===== config.mk =====
export PLATFORM = sky130hd
export DESIGN_NAME = rename_tag_register_file_core
export DESIGN_NICKNAME = d
export VERILOG_FILES = /design/src/rtl/rtrf_pkg.sv /design/src/rtl/rtrf_status.sv /design/src/rtl/rtrf_values.sv /design/src/rtl/rename_tag_register_file_core.sv
export VERILOG_INCLUDE_DIRS = /design/src /design/src/rtl
export SDC_FILE = /design/constraint.sdc
export NUM_CORES = 1
export LEC_CHECK = 0
export BUFFER_PORTS_ARGS = -buffer_cell sky130_fd_sc_hd__buf_4
export CAP_MARGIN = 10
export CORE_ASPECT_RATIO = 1.4
export CORE_MARGIN = 2
export CORE_UTILIZATION = 50
export CTS_CLUSTER_DIAMETER = 150
export DETAILED_ROUTE_END_ITERATION = 10
export GPL_ROUTABILITY_DRIVEN = 1
export PLACE_DENSITY = 0.71
export SLEW_MARGIN = 5
export SYNTH_ARGS = -nofsm -noshare
export SYNTH_HDL_FRONTEND = slang
export SYNTH_SLANG_ARGS = --single-unit

===== constraint.sdc =====
create_clock -name clk -period 10 [get_ports clk]
set_input_delay 2 -clock clk [delete_from_list [all_inputs] [get_ports clk]]
set_output_delay 2 -clock clk [all_outputs]
set_load 0.02 [all_outputs]

===== src/rtl/rename_tag_register_file_core_defines.svh =====
// assertion macros shared by the rename tag register file rtl
`ifndef RENAME_TAG_REGISTER_FILE_CORE_DEFINES_SVH
`define RENAME_TAG_REGISTER_FILE_CORE_DEFINES_SVH

// condition implies consequence in the same cycle
`define RTRF_ASSERT_NOW(label, cond, conseq, msg) \
  label: assert property (@(posedge clk) disable iff (rst) (cond) |-> (conseq)) \
    else $error(msg);

// condition implies consequence in the next cycle
`define RTRF_ASSERT_NEXT(label, cond, conseq, msg) \
  label: assert property (@(posedge clk) disable iff (rst) (cond) |=> (conseq)) \
    else $error(msg);

`endif


===== src/rtl/rtrf_pkg.sv =====
// shared types and constants of the rename tag register file
`timescale 1ns / 1ps

package rtrf_pkg;

  localparam int INDEX_W = 5;
  localparam int VALUE_W = 64;
  localparam int TAG_W   = 4;

  localparam int REGISTER_COUNT_DEFAULT = 16;

  // slave tdata layout, lowest bit first
  localparam int S_FIRST_INDEX_LSB   = 0;
  localparam int S_SECOND_INDEX_LSB  = S_FIRST_INDEX_LSB + INDEX_W;
  localparam int S_FLUSH_BIT         = S_SECOND_INDEX_LSB + INDEX_W;
  localparam int S_COMMIT_EN_BIT     = S_FLUSH_BIT + 1;
  localparam int S_COMMIT_REG_LSB    = S_COMMIT_EN_BIT + 1;
  localparam int S_COMMIT_VALUE_LSB  = S_COMMIT_REG_LSB + INDEX_W;
  localparam int S_COMMIT_TAG_LSB    = S_COMMIT_VALUE_LSB + VALUE_W;
  localparam int S_ISSUE_EN_BIT      = S_COMMIT_TAG_LSB + TAG_W;
  localparam int S_ISSUE_REG_LSB     = S_ISSUE_EN_BIT + 1;
  localparam int S_ISSUE_TAG_LSB     = S_ISSUE_REG_LSB + INDEX_W;
  localparam int S_USED_W            = S_ISSUE_TAG_LSB + TAG_W;
  localparam int S_TDATA_W           = ((S_USED_W + 7) / 8) * 8;

  // master tdata layout: one port result is value, tag, tag valid
  localparam int M_PORT_W  = VALUE_W + TAG_W + 1;
  localparam int M_USED_W  = 2 * M_PORT_W;
  localparam int M_TDATA_W = ((M_USED_W + 7) / 8) * 8;
  localparam int M_PAD_W   = M_TDATA_W - M_USED_W;

  typedef struct packed {
    logic               flush;
    logic               commit_enable;
    logic [INDEX_W-1:0] commit_register;
    logic [VALUE_W-1:0] commit_value;
    logic [TAG_W-1:0]   commit_tag;
    logic               issue_enable;
    logic [INDEX_W-1:0] issue_register;
    logic [TAG_W-1:0]   issue_tag;
  } update_t;

  typedef struct packed {
    logic             tag_valid;
    logic [TAG_W-1:0] tag;
  } status_rd_t;

endpackage


===== src/rtl/rtrf_status.sv =====
// rename status: tag valid bits, tags for commit matching, tag store for the read ports
`timescale 1ns / 1ps

`include "rename_tag_register_file_core_defines.svh"

module rtrf_status #(
  parameter int REGISTER_COUNT = rtrf_pkg::REGISTER_COUNT_DEFAULT
) (
  input  logic                         clk,
  input  logic                         rst,
  input  logic                         accept,
  input  rtrf_pkg::update_t            upd,
  input  logic [rtrf_pkg::INDEX_W-1:0] first_index,
  input  logic [rtrf_pkg::INDEX_W-1:0] second_index,
  output rtrf_pkg::status_rd_t         first_rd,
  output rtrf_pkg::status_rd_t         second_rd
);

  localparam int IW    = rtrf_pkg::INDEX_W;
  localparam int TW    = rtrf_pkg::TAG_W;
  localparam int IDX_W = (REGISTER_COUNT > 1) ? $clog2(REGISTER_COUNT) : 1;
  localparam logic [IW:0] COUNT_LIM = (IW + 1)'(REGISTER_COUNT);

  logic [REGISTER_COUNT-1:0] valid;
  logic [REGISTER_COUNT-1:0] valid_next;
  logic [TW-1:0]             tag_flop [REGISTER_COUNT];
  logic [TW-1:0]             tag_mem  [REGISTER_COUNT];

  logic          first_in_range;
  logic          second_in_range;
  logic          issue_write;
  logic          rd_first_valid;
  logic          rd_second_valid;
  logic [TW-1:0] rd_first_tag;
  logic [TW-1:0] rd_second_tag;

  assign first_in_range  = {1'b0, first_index} < COUNT_LIM;
  assign second_in_range = {1'b0, second_index} < COUNT_LIM;
  assign issue_write     = accept && !upd.flush && upd.issue_enable &&
                           ({1'b0, upd.issue_register} < COUNT_LIM);

  // issue wins over a commit to the same register
  always_comb begin
    valid_next = valid;
    if (accept) begin
      if (upd.flush) begin
        valid_next = '0;
      end else begin
        for (int r = 0; r < REGISTER_COUNT; r++) begin
          if (upd.issue_enable && upd.issue_register == IW'(r)) begin
            valid_next[r] = 1'b1;
          end else if (upd.commit_enable && upd.commit_register == IW'(r) &&
                       valid[r] && tag_flop[r] == upd.commit_tag) begin
            valid_next[r] = 1'b0;
          end
        end
      end
    end
  end

  always_ff @(posedge clk) begin
    if (rst) begin
      valid           <= '0;
      rd_first_valid  <= 1'b0;
      rd_second_valid <= 1'b0;
    end else begin
      valid <= valid_next;
      if (accept) begin
        rd_first_valid  <= first_in_range && valid[first_index[IDX_W-1:0]];
        rd_second_valid <= second_in_range && valid[second_index[IDX_W-1:0]];
      end
    end
  end

  // per-entry copy of the tags, compared in place against the committing entry
  always_ff @(posedge clk) begin
    for (int r = 0; r < REGISTER_COUNT; r++) begin
      if (accept && !upd.flush && upd.issue_enable && upd.issue_register == IW'(r)) begin
        tag_flop[r] <= upd.issue_tag;
      end
    end
  end

  // read-before-write: reads return the tags from before this transaction
  always_ff @(posedge clk) begin
    if (issue_write) begin
      tag_mem[upd.issue_register[IDX_W-1:0]] <= upd.issue_tag;
    end
    if (accept) begin
      rd_first_tag  <= tag_mem[first_index[IDX_W-1:0]];
      rd_second_tag <= tag_mem[second_index[IDX_W-1:0]];
    end
  end

  assign first_rd.tag_valid  = rd_first_valid;
  assign first_rd.tag        = rd_first_valid ? rd_first_tag : '0;
  assign second_rd.tag_valid = rd_second_valid;
  assign second_rd.tag       = rd_second_valid ? rd_second_tag : '0;

  `RTRF_ASSERT_NEXT(a_flush_clears, accept && upd.flush, valid == '0, "flush left a tag valid")
  `RTRF_ASSERT_NEXT(a_issue_sets, issue_write, $countones(valid) != 0, "issue set no tag valid")
  `RTRF_ASSERT_NOW(a_first_no_tag, !first_rd.tag_valid, first_rd.tag == '0, "tag without valid")

endmodule


===== src/rtl/rtrf_values.sv =====
// committed register values with per-entry written bits
`timescale 1ns / 1ps

module rtrf_values #(
  parameter int REGISTER_COUNT = rtrf_pkg::REGISTER_COUNT_DEFAULT
) (
  input  logic                         clk,
  input  logic                         rst,
  input  logic                         accept,
  input  rtrf_pkg::update_t            upd,
  input  logic [rtrf_pkg::INDEX_W-1:0] first_index,
  input  logic [rtrf_pkg::INDEX_W-1:0] second_index,
  output logic [rtrf_pkg::VALUE_W-1:0] first_value,
  output logic [rtrf_pkg::VALUE_W-1:0] second_value
);

  localparam int IW    = rtrf_pkg::INDEX_W;
  localparam int VW    = rtrf_pkg::VALUE_W;
  localparam int IDX_W = (REGISTER_COUNT > 1) ? $clog2(REGISTER_COUNT) : 1;
  localparam logic [IW:0] COUNT_LIM = (IW + 1)'(REGISTER_COUNT);

  logic [VW-1:0]             value_mem [REGISTER_COUNT];
  logic [REGISTER_COUNT-1:0] written;

  logic          commit_write;
  logic          rd_first_ok;
  logic          rd_second_ok;
  logic [VW-1:0] rd_first_value;
  logic [VW-1:0] rd_second_value;

  assign commit_write = accept && !upd.flush && upd.commit_enable &&
                        ({1'b0, upd.commit_register} < COUNT_LIM);

  // an entry never written reads as its reset value of zero
  always_ff @(posedge clk) begin
    if (rst) begin
      written      <= '0;
      rd_first_ok  <= 1'b0;
      rd_second_ok <= 1'b0;
    end else begin
      if (commit_write) begin
        written[upd.commit_register[IDX_W-1:0]] <= 1'b1;
      end
      if (accept) begin
        rd_first_ok  <= ({1'b0, first_index} < COUNT_LIM) &&
                        written[first_index[IDX_W-1:0]];
        rd_second_ok <= ({1'b0, second_index} < COUNT_LIM) &&
                        written[second_index[IDX_W-1:0]];
      end
    end
  end

  always_ff @(posedge clk) begin
    if (commit_write) begin
      value_mem[upd.commit_register[IDX_W-1:0]] <= upd.commit_value;
    end
    if (accept) begin
      rd_first_value  <= value_mem[first_index[IDX_W-1:0]];
      rd_second_value <= value_mem[second_index[IDX_W-1:0]];
    end
  end

  assign first_value  = rd_first_ok ? rd_first_value : '0;
  assign second_value = rd_second_ok ? rd_second_value : '0;

endmodule


===== src/rtl/rename_tag_register_file_core.sv =====
// top level of the rename tag register file: stream ports, result register
//
//   channel    | direction | carries
//   -----------+-----------+------------------------------------------------
//   s_*        | in        | two read indices, flush, one commit, one issue
//   m_*        | out       | value, tag and tag valid for both read ports
//
// one transaction per cycle while s_tready is high; its result appears the cycle after acceptance
// reads and the commit/issue updates share one clock edge, reads see old state
// the result register drains while the next transaction is taken
// s_tready drops only while a result waits and m_tready is low
// synchronous reset clears all tag valid bits and makes every stored value read as zero
`timescale 1ns / 1ps

`include "rename_tag_register_file_core_defines.svh"

module rename_tag_register_file_core #(
  parameter int REGISTER_COUNT = rtrf_pkg::REGISTER_COUNT_DEFAULT
) (
  input  logic                           clk,
  input  logic                           rst,
  input  logic                           s_tvalid,
  output logic                           s_tready,
  // first_index, second_index, flush, commit_enable, commit_register,
  // commit_value, commit_tag, issue_enable, issue_register, issue_tag, zero pad
  input  logic [rtrf_pkg::S_TDATA_W-1:0] s_tdata,
  output logic                           m_tvalid,
  input  logic                           m_tready,
  // first_value, first_tag, first_tag_valid, second_value, second_tag,
  // second_tag_valid, zero pad
  output logic [rtrf_pkg::M_TDATA_W-1:0] m_tdata
);

  localparam int IW = rtrf_pkg::INDEX_W;
  localparam int VW = rtrf_pkg::VALUE_W;
  localparam int TW = rtrf_pkg::TAG_W;

  logic                 accept;
  rtrf_pkg::update_t    upd;
  logic [IW-1:0]        first_index;
  logic [IW-1:0]        second_index;
  rtrf_pkg::status_rd_t first_rd;
  rtrf_pkg::status_rd_t second_rd;
  logic [VW-1:0]        first_stored;
  logic [VW-1:0]        second_stored;
  logic [VW-1:0]        first_value;
  logic [VW-1:0]        second_value;

  assign s_tready = !m_tvalid || m_tready;
  assign accept   = s_tvalid && s_tready;

  assign first_index         = s_tdata[rtrf_pkg::S_FIRST_INDEX_LSB +: IW];
  assign second_index        = s_tdata[rtrf_pkg::S_SECOND_INDEX_LSB +: IW];
  assign upd.flush           = s_tdata[rtrf_pkg::S_FLUSH_BIT];
  assign upd.commit_enable   = s_tdata[rtrf_pkg::S_COMMIT_EN_BIT];
  assign upd.commit_register = s_tdata[rtrf_pkg::S_COMMIT_REG_LSB +: IW];
  assign upd.commit_value    = s_tdata[rtrf_pkg::S_COMMIT_VALUE_LSB +: VW];
  assign upd.commit_tag      = s_tdata[rtrf_pkg::S_COMMIT_TAG_LSB +: TW];
  assign upd.issue_enable    = s_tdata[rtrf_pkg::S_ISSUE_EN_BIT];
  assign upd.issue_register  = s_tdata[rtrf_pkg::S_ISSUE_REG_LSB +: IW];
  assign upd.issue_tag       = s_tdata[rtrf_pkg::S_ISSUE_TAG_LSB +: TW];

  rtrf_status #(
    .REGISTER_COUNT(REGISTER_COUNT)
  ) u_status (
    .clk         (clk),
    .rst         (rst),
    .accept      (accept),
    .upd         (upd),
    .first_index (first_index),
    .second_index(second_index),
    .first_rd    (first_rd),
    .second_rd   (second_rd)
  );

  rtrf_values #(
    .REGISTER_COUNT(REGISTER_COUNT)
  ) u_values (
    .clk         (clk),
    .rst         (rst),
    .accept      (accept),
    .upd         (upd),
    .first_index (first_index),
    .second_index(second_index),
    .first_value (first_stored),
    .second_value(second_stored)
  );

  always_ff @(posedge clk) begin
    if (rst) begin
      m_tvalid <= 1'b0;
    end else if (accept) begin
      m_tvalid <= 1'b1;
    end else if (m_tready) begin
      m_tvalid <= 1'b0;
    end
  end

  // a renamed register shows its tag and a zero value
  assign first_value  = first_rd.tag_valid ? '0 : first_stored;
  assign second_value = second_rd.tag_valid ? '0 : second_stored;

  assign m_tdata = {{rtrf_pkg::M_PAD_W{1'b0}},
                    second_rd.tag_valid, second_rd.tag, second_value,
                    first_rd.tag_valid, first_rd.tag, first_value};

  `RTRF_ASSERT_NOW(a_backpressure, m_tvalid && !m_tready, !s_tready, "accepted while stalled")
  `RTRF_ASSERT_NEXT(a_result_follows, accept, m_tvalid, "no result after a transaction")
  `RTRF_ASSERT_NOW(a_renamed_zero, first_rd.tag_valid, first_value == '0, "renamed value not zero")
  `RTRF_ASSERT_NOW(a_plain_no_tag, !second_rd.tag_valid, second_rd.tag == '0, "tag without valid")

endmodule


==> impl_metrics.csv <==
group,metric,value,unit
route,drc,0,
floorplan,die_w,293.9,um
worst_setup_path,crit_required,10370,ps
place,placed_area,0.06206,mm^2
grt,grt_max_degree,152,
route,ant_nets,0,
place,routabilityCongestion,0.8388,
power,leakagePower,21.13,nW
synth,synth_cell_types,33,
sta,period_share,50.55,%
sta,rsz0062_at_grt,"no",
cells_and_area,final_layout_size_suffix_gt1_share,39.78,%
clock_network,hold_buffers,0,
synth,ys_warn_count,0,
sta,finalSetupViolations,0,
clock_network,clk-insertion-delay-late,740,ps
clock_network,cts_setup_buffers,0,
synth,ys_seq_area_share,67.01,%
synth,synthesis.area,0.05882,mm^2
sta,min_period,5055,ps
worst_hold_path,hp-start,"u_values.rd_first_ok$_SDFFE_PP0P_",
worst_setup_path,regToRegStartpoint,"m_tvalid$_SDFFE_PP0P_",
cells_and_area,num-fill-cells,8314,
synth,ys_seq_elements,1325,
route,wl_per_cell,33.30,um
synth,synthCells,2665,
worst_setup_path,rr_endpoint,"u_values.value_mem[6][2]$_DFFE_PP_",
route,vias,30170,
clock_network,clock_sinks,1325,
sta,setup_tns,0,ps
floorplan,die_area,0.1204,mm^2
flow_run,drv_cap,0,
route,first_pass_iters,7,
power,power.density,177.5,mW/mm^2
grt,grt_pass1_vias,32130,
place,io_buffers,238,
grt,antenna_found_initial,8,
route,routed_wl,149.6,mm
clock_network,cts-resized-gates,0,
worst_setup_path,end_kind,"flip-flop",
worst_setup_path,reg2reg_depth,7,
power,vdd_drop_max,0.2450,mV
worst_hold_path,hp-class,"reg2reg",
place,post-dp-hpwl,79.95,mm
route,vias_per_cell,6.714,
clock_network,cts_buffer_depth,3,
floorplan,ios,246,
grt,grt_pass1_wl,218.2,mm
sta,max_slew_margin,6.690,%
sta,tightest_slew,1381,ps
clock_network,cts_buffers,120,
worst_setup_path,cp.arrival,5420,ps
route,first_iter_violations,3809,
floorplan,dieHeight,409.8,um
sta,finClkSkew,27.62,ps
sta,final_hold_viol_count,0,
worst_setup_path,critPathKind,"in2reg",
clock_network,root_buffer,"clkbuf_16",
clock_network,htreeDepth,3,
cells_and_area,fin_nets,2986,
floorplan,fp-row-count,148,
cells_and_area,area_growth,12.59,%
worst_setup_path,startpoint_type,"primary input",
floorplan,initial_utilization,50.50,%
worst_hold_path,whs_endpoint,"u_values.rd_first_ok$_SDFFE_PP0P_",
grt,grt_overflow_total,0,
run_status,outcome,"complete, no violations",
worst_setup_path,reg2reg_slack,6010,ps
floorplan,core,0.1165,mm^2
clock_network,cts_tree,"yes",
sta,fmax,0.1978,GHz
worst_setup_path,crit_path_max_fanout,25,
sta,drv_slew,0,
synth,avgSynthCellArea,22.07,um^2
clock_network,clkTransAtPathRegs,60,ps
worst_hold_path,hold_path_depth,2,
cells_and_area,final_cell_area,0.06623,mm^2
grt,grt_usage,25.17,%
## placed cells by master, fill, tap and decap left out, drive strengths merged
master / Yosys / final
and3: 4 / 4
a22oi: 4 / 4
xnor2: 64 / 64
nand2: 27 / 27
nor2b: 14 / 14
o31ai: 4 / 4
nand3: 37 / 37
clkbuf: 107 / 143
nor3: 4 / 4
mux4: 696 / 696
nor4bb: 2 / 2
conb: 1 / 6
nor4b: 3 / 3
or3: 2 / 2
a31oi: 20 / 20
nor2: 34 / 34
clkinvlp: 0 / 8
buf: 93 / 293
nand4: 4 / 4
nand2b: 5 / 5
nand3b: 4 / 4
edfxtp: 1288 / 1288
dfxtp: 37 / 37
diode: 0 / 4
a21oi: 17 / 17
and4b: 1 / 1
and2: 138 / 138
o21ai: 4 / 4
o311ai: 12 / 12
inv: 39 / 42
clkinv: 0 / 49
bufinv: 0 / 23
## stage by stage
step	utilization, %	setup slack, ps	cells	hold WS, ps	power (mW)
floorplan	-	2122	2670	448.0	6.777
global placement	53.28	4239	4263	461.7	6.976
detailed placement	53.28	4197	4263	476.9	7.001
CTS	56.85	4961	4488	488.2	11.83
global route	56.86	4746	4492	510.5	12.06
finish	56.86	4945	4493	486.1	11.76
## worst max-delay path, stage by stage
cell and delay [ps]:
buf_4 70, nand2b_1 400, nor4b_2 330, buf_4 280, nand2_1 250, nor2_4 800
buf_4 650, buf_4 600
## where the power goes
| group | internal [mW] | switching [mW] | total (mW) |
|---|---|---|---|
| Combinational | 0.331 | 0.368 | 0.699 |
| Clock | 2.83 | 2.05 | 4.88 |
| Sequential | 6.16 | 0.0217 | 6.18 |
| Total | 9.32 | 2.44 | 11.8 |
## registers in the layout, indices dropped and copies added (netlist names), 4 cells and up
register,flops
u_status.rd_second_tag,4
u_values.value_mem,1024
u_values.rd_first_value,64
u_status.rd_first_tag,4
u_status.valid,16
u_status.tag_flop,64
u_values.rd_second_value,64
u_values.written,16
u_status.tag_mem,64
## logic make-up after synthesis
kind of cell           synth area share (%)
buffers and inverters                 2.040
multiplexers                          26.65
XOR/XNOR                             0.9529
other                              0.006375
flip-flops                            67.01
AND/OR/NAND/NOR                       2.672
AO/OA/AOI/OAI                        0.6721
## cell usage after synthesis, drive strengths merged
cell    number  area share (%)
a21oi       17            0.14
a22oi        4           0.051
a31oi       20            0.21
and2       138             1.5
and3         4           0.043
and4b        1           0.017
buf         93             1.1
clkbuf     107            0.68
conb         1          0.0064
dfxtp       37             1.3
edfxtp    1288              66
inv         39            0.25
mux4       696              27
nand2       27            0.17
nand2b       5           0.053
nand3       37            0.31
nand3b       4           0.051
nand4        4           0.043
nor2        34            0.22
nor2b       14            0.15
nor3         4           0.034
nor4b        3           0.055
nor4bb       2           0.034
o21ai        4           0.034
o311ai      12            0.18
o31ai        4           0.051
or3          2           0.021
xnor2       64            0.95
## area by class of cell
class                           count  area (um^2)  area share [%]
Antenna cell                        4        10.01         0.01511
Clock buffer                      142         3138           4.738
Clock inverter                     83         1015           1.532
Inverter                           39        151.4          0.2286
Multi-Input combinational cell   1106        18360           27.72
Sequential cell                  1325        39420           59.51
Tap cell                         1500         1877           2.834
Timing Repair Buffer              294         2267           3.423
## metal layers
metal | GRT usage (%) | wire length (um) | part of all wire, % | vias to the layer above
met3 | 3.998 | 12200 | 8.2 | 253
met2 | 42.62 | 77650 | 52 | 1561
met4 | 7.899 | 4193 | 2.8 | 8
met5 | 0 | 53 | 0.035 | -
li1 | - | - | - | 11930
met1 | 33.76 | 55500 | 37 | 16420
## worst max path at each step
stage,start,end,slack [ps],cells after the start
after floorplan,s_tdata[10],u_values.value_mem[1][0]$_DFFE_PP_,2120,5
after global placement,m_tready,u_values.value_mem[6][6]$_DFFE_PP_,4240,8
after detailed placement,m_tready,u_values.value_mem[6][5]$_DFFE_PP_,4200,8
after CTS,m_tready,u_values.value_mem[6][2]$_DFFE_PP_,4960,8
after global routing,m_tready,u_values.value_mem[6][39]$_DFFE_PP_,4750,8
final,m_tready,u_values.value_mem[6][2]$_DFFE_PP_,4940,8
Note: power is estimated with default switching activity, not from simulation.
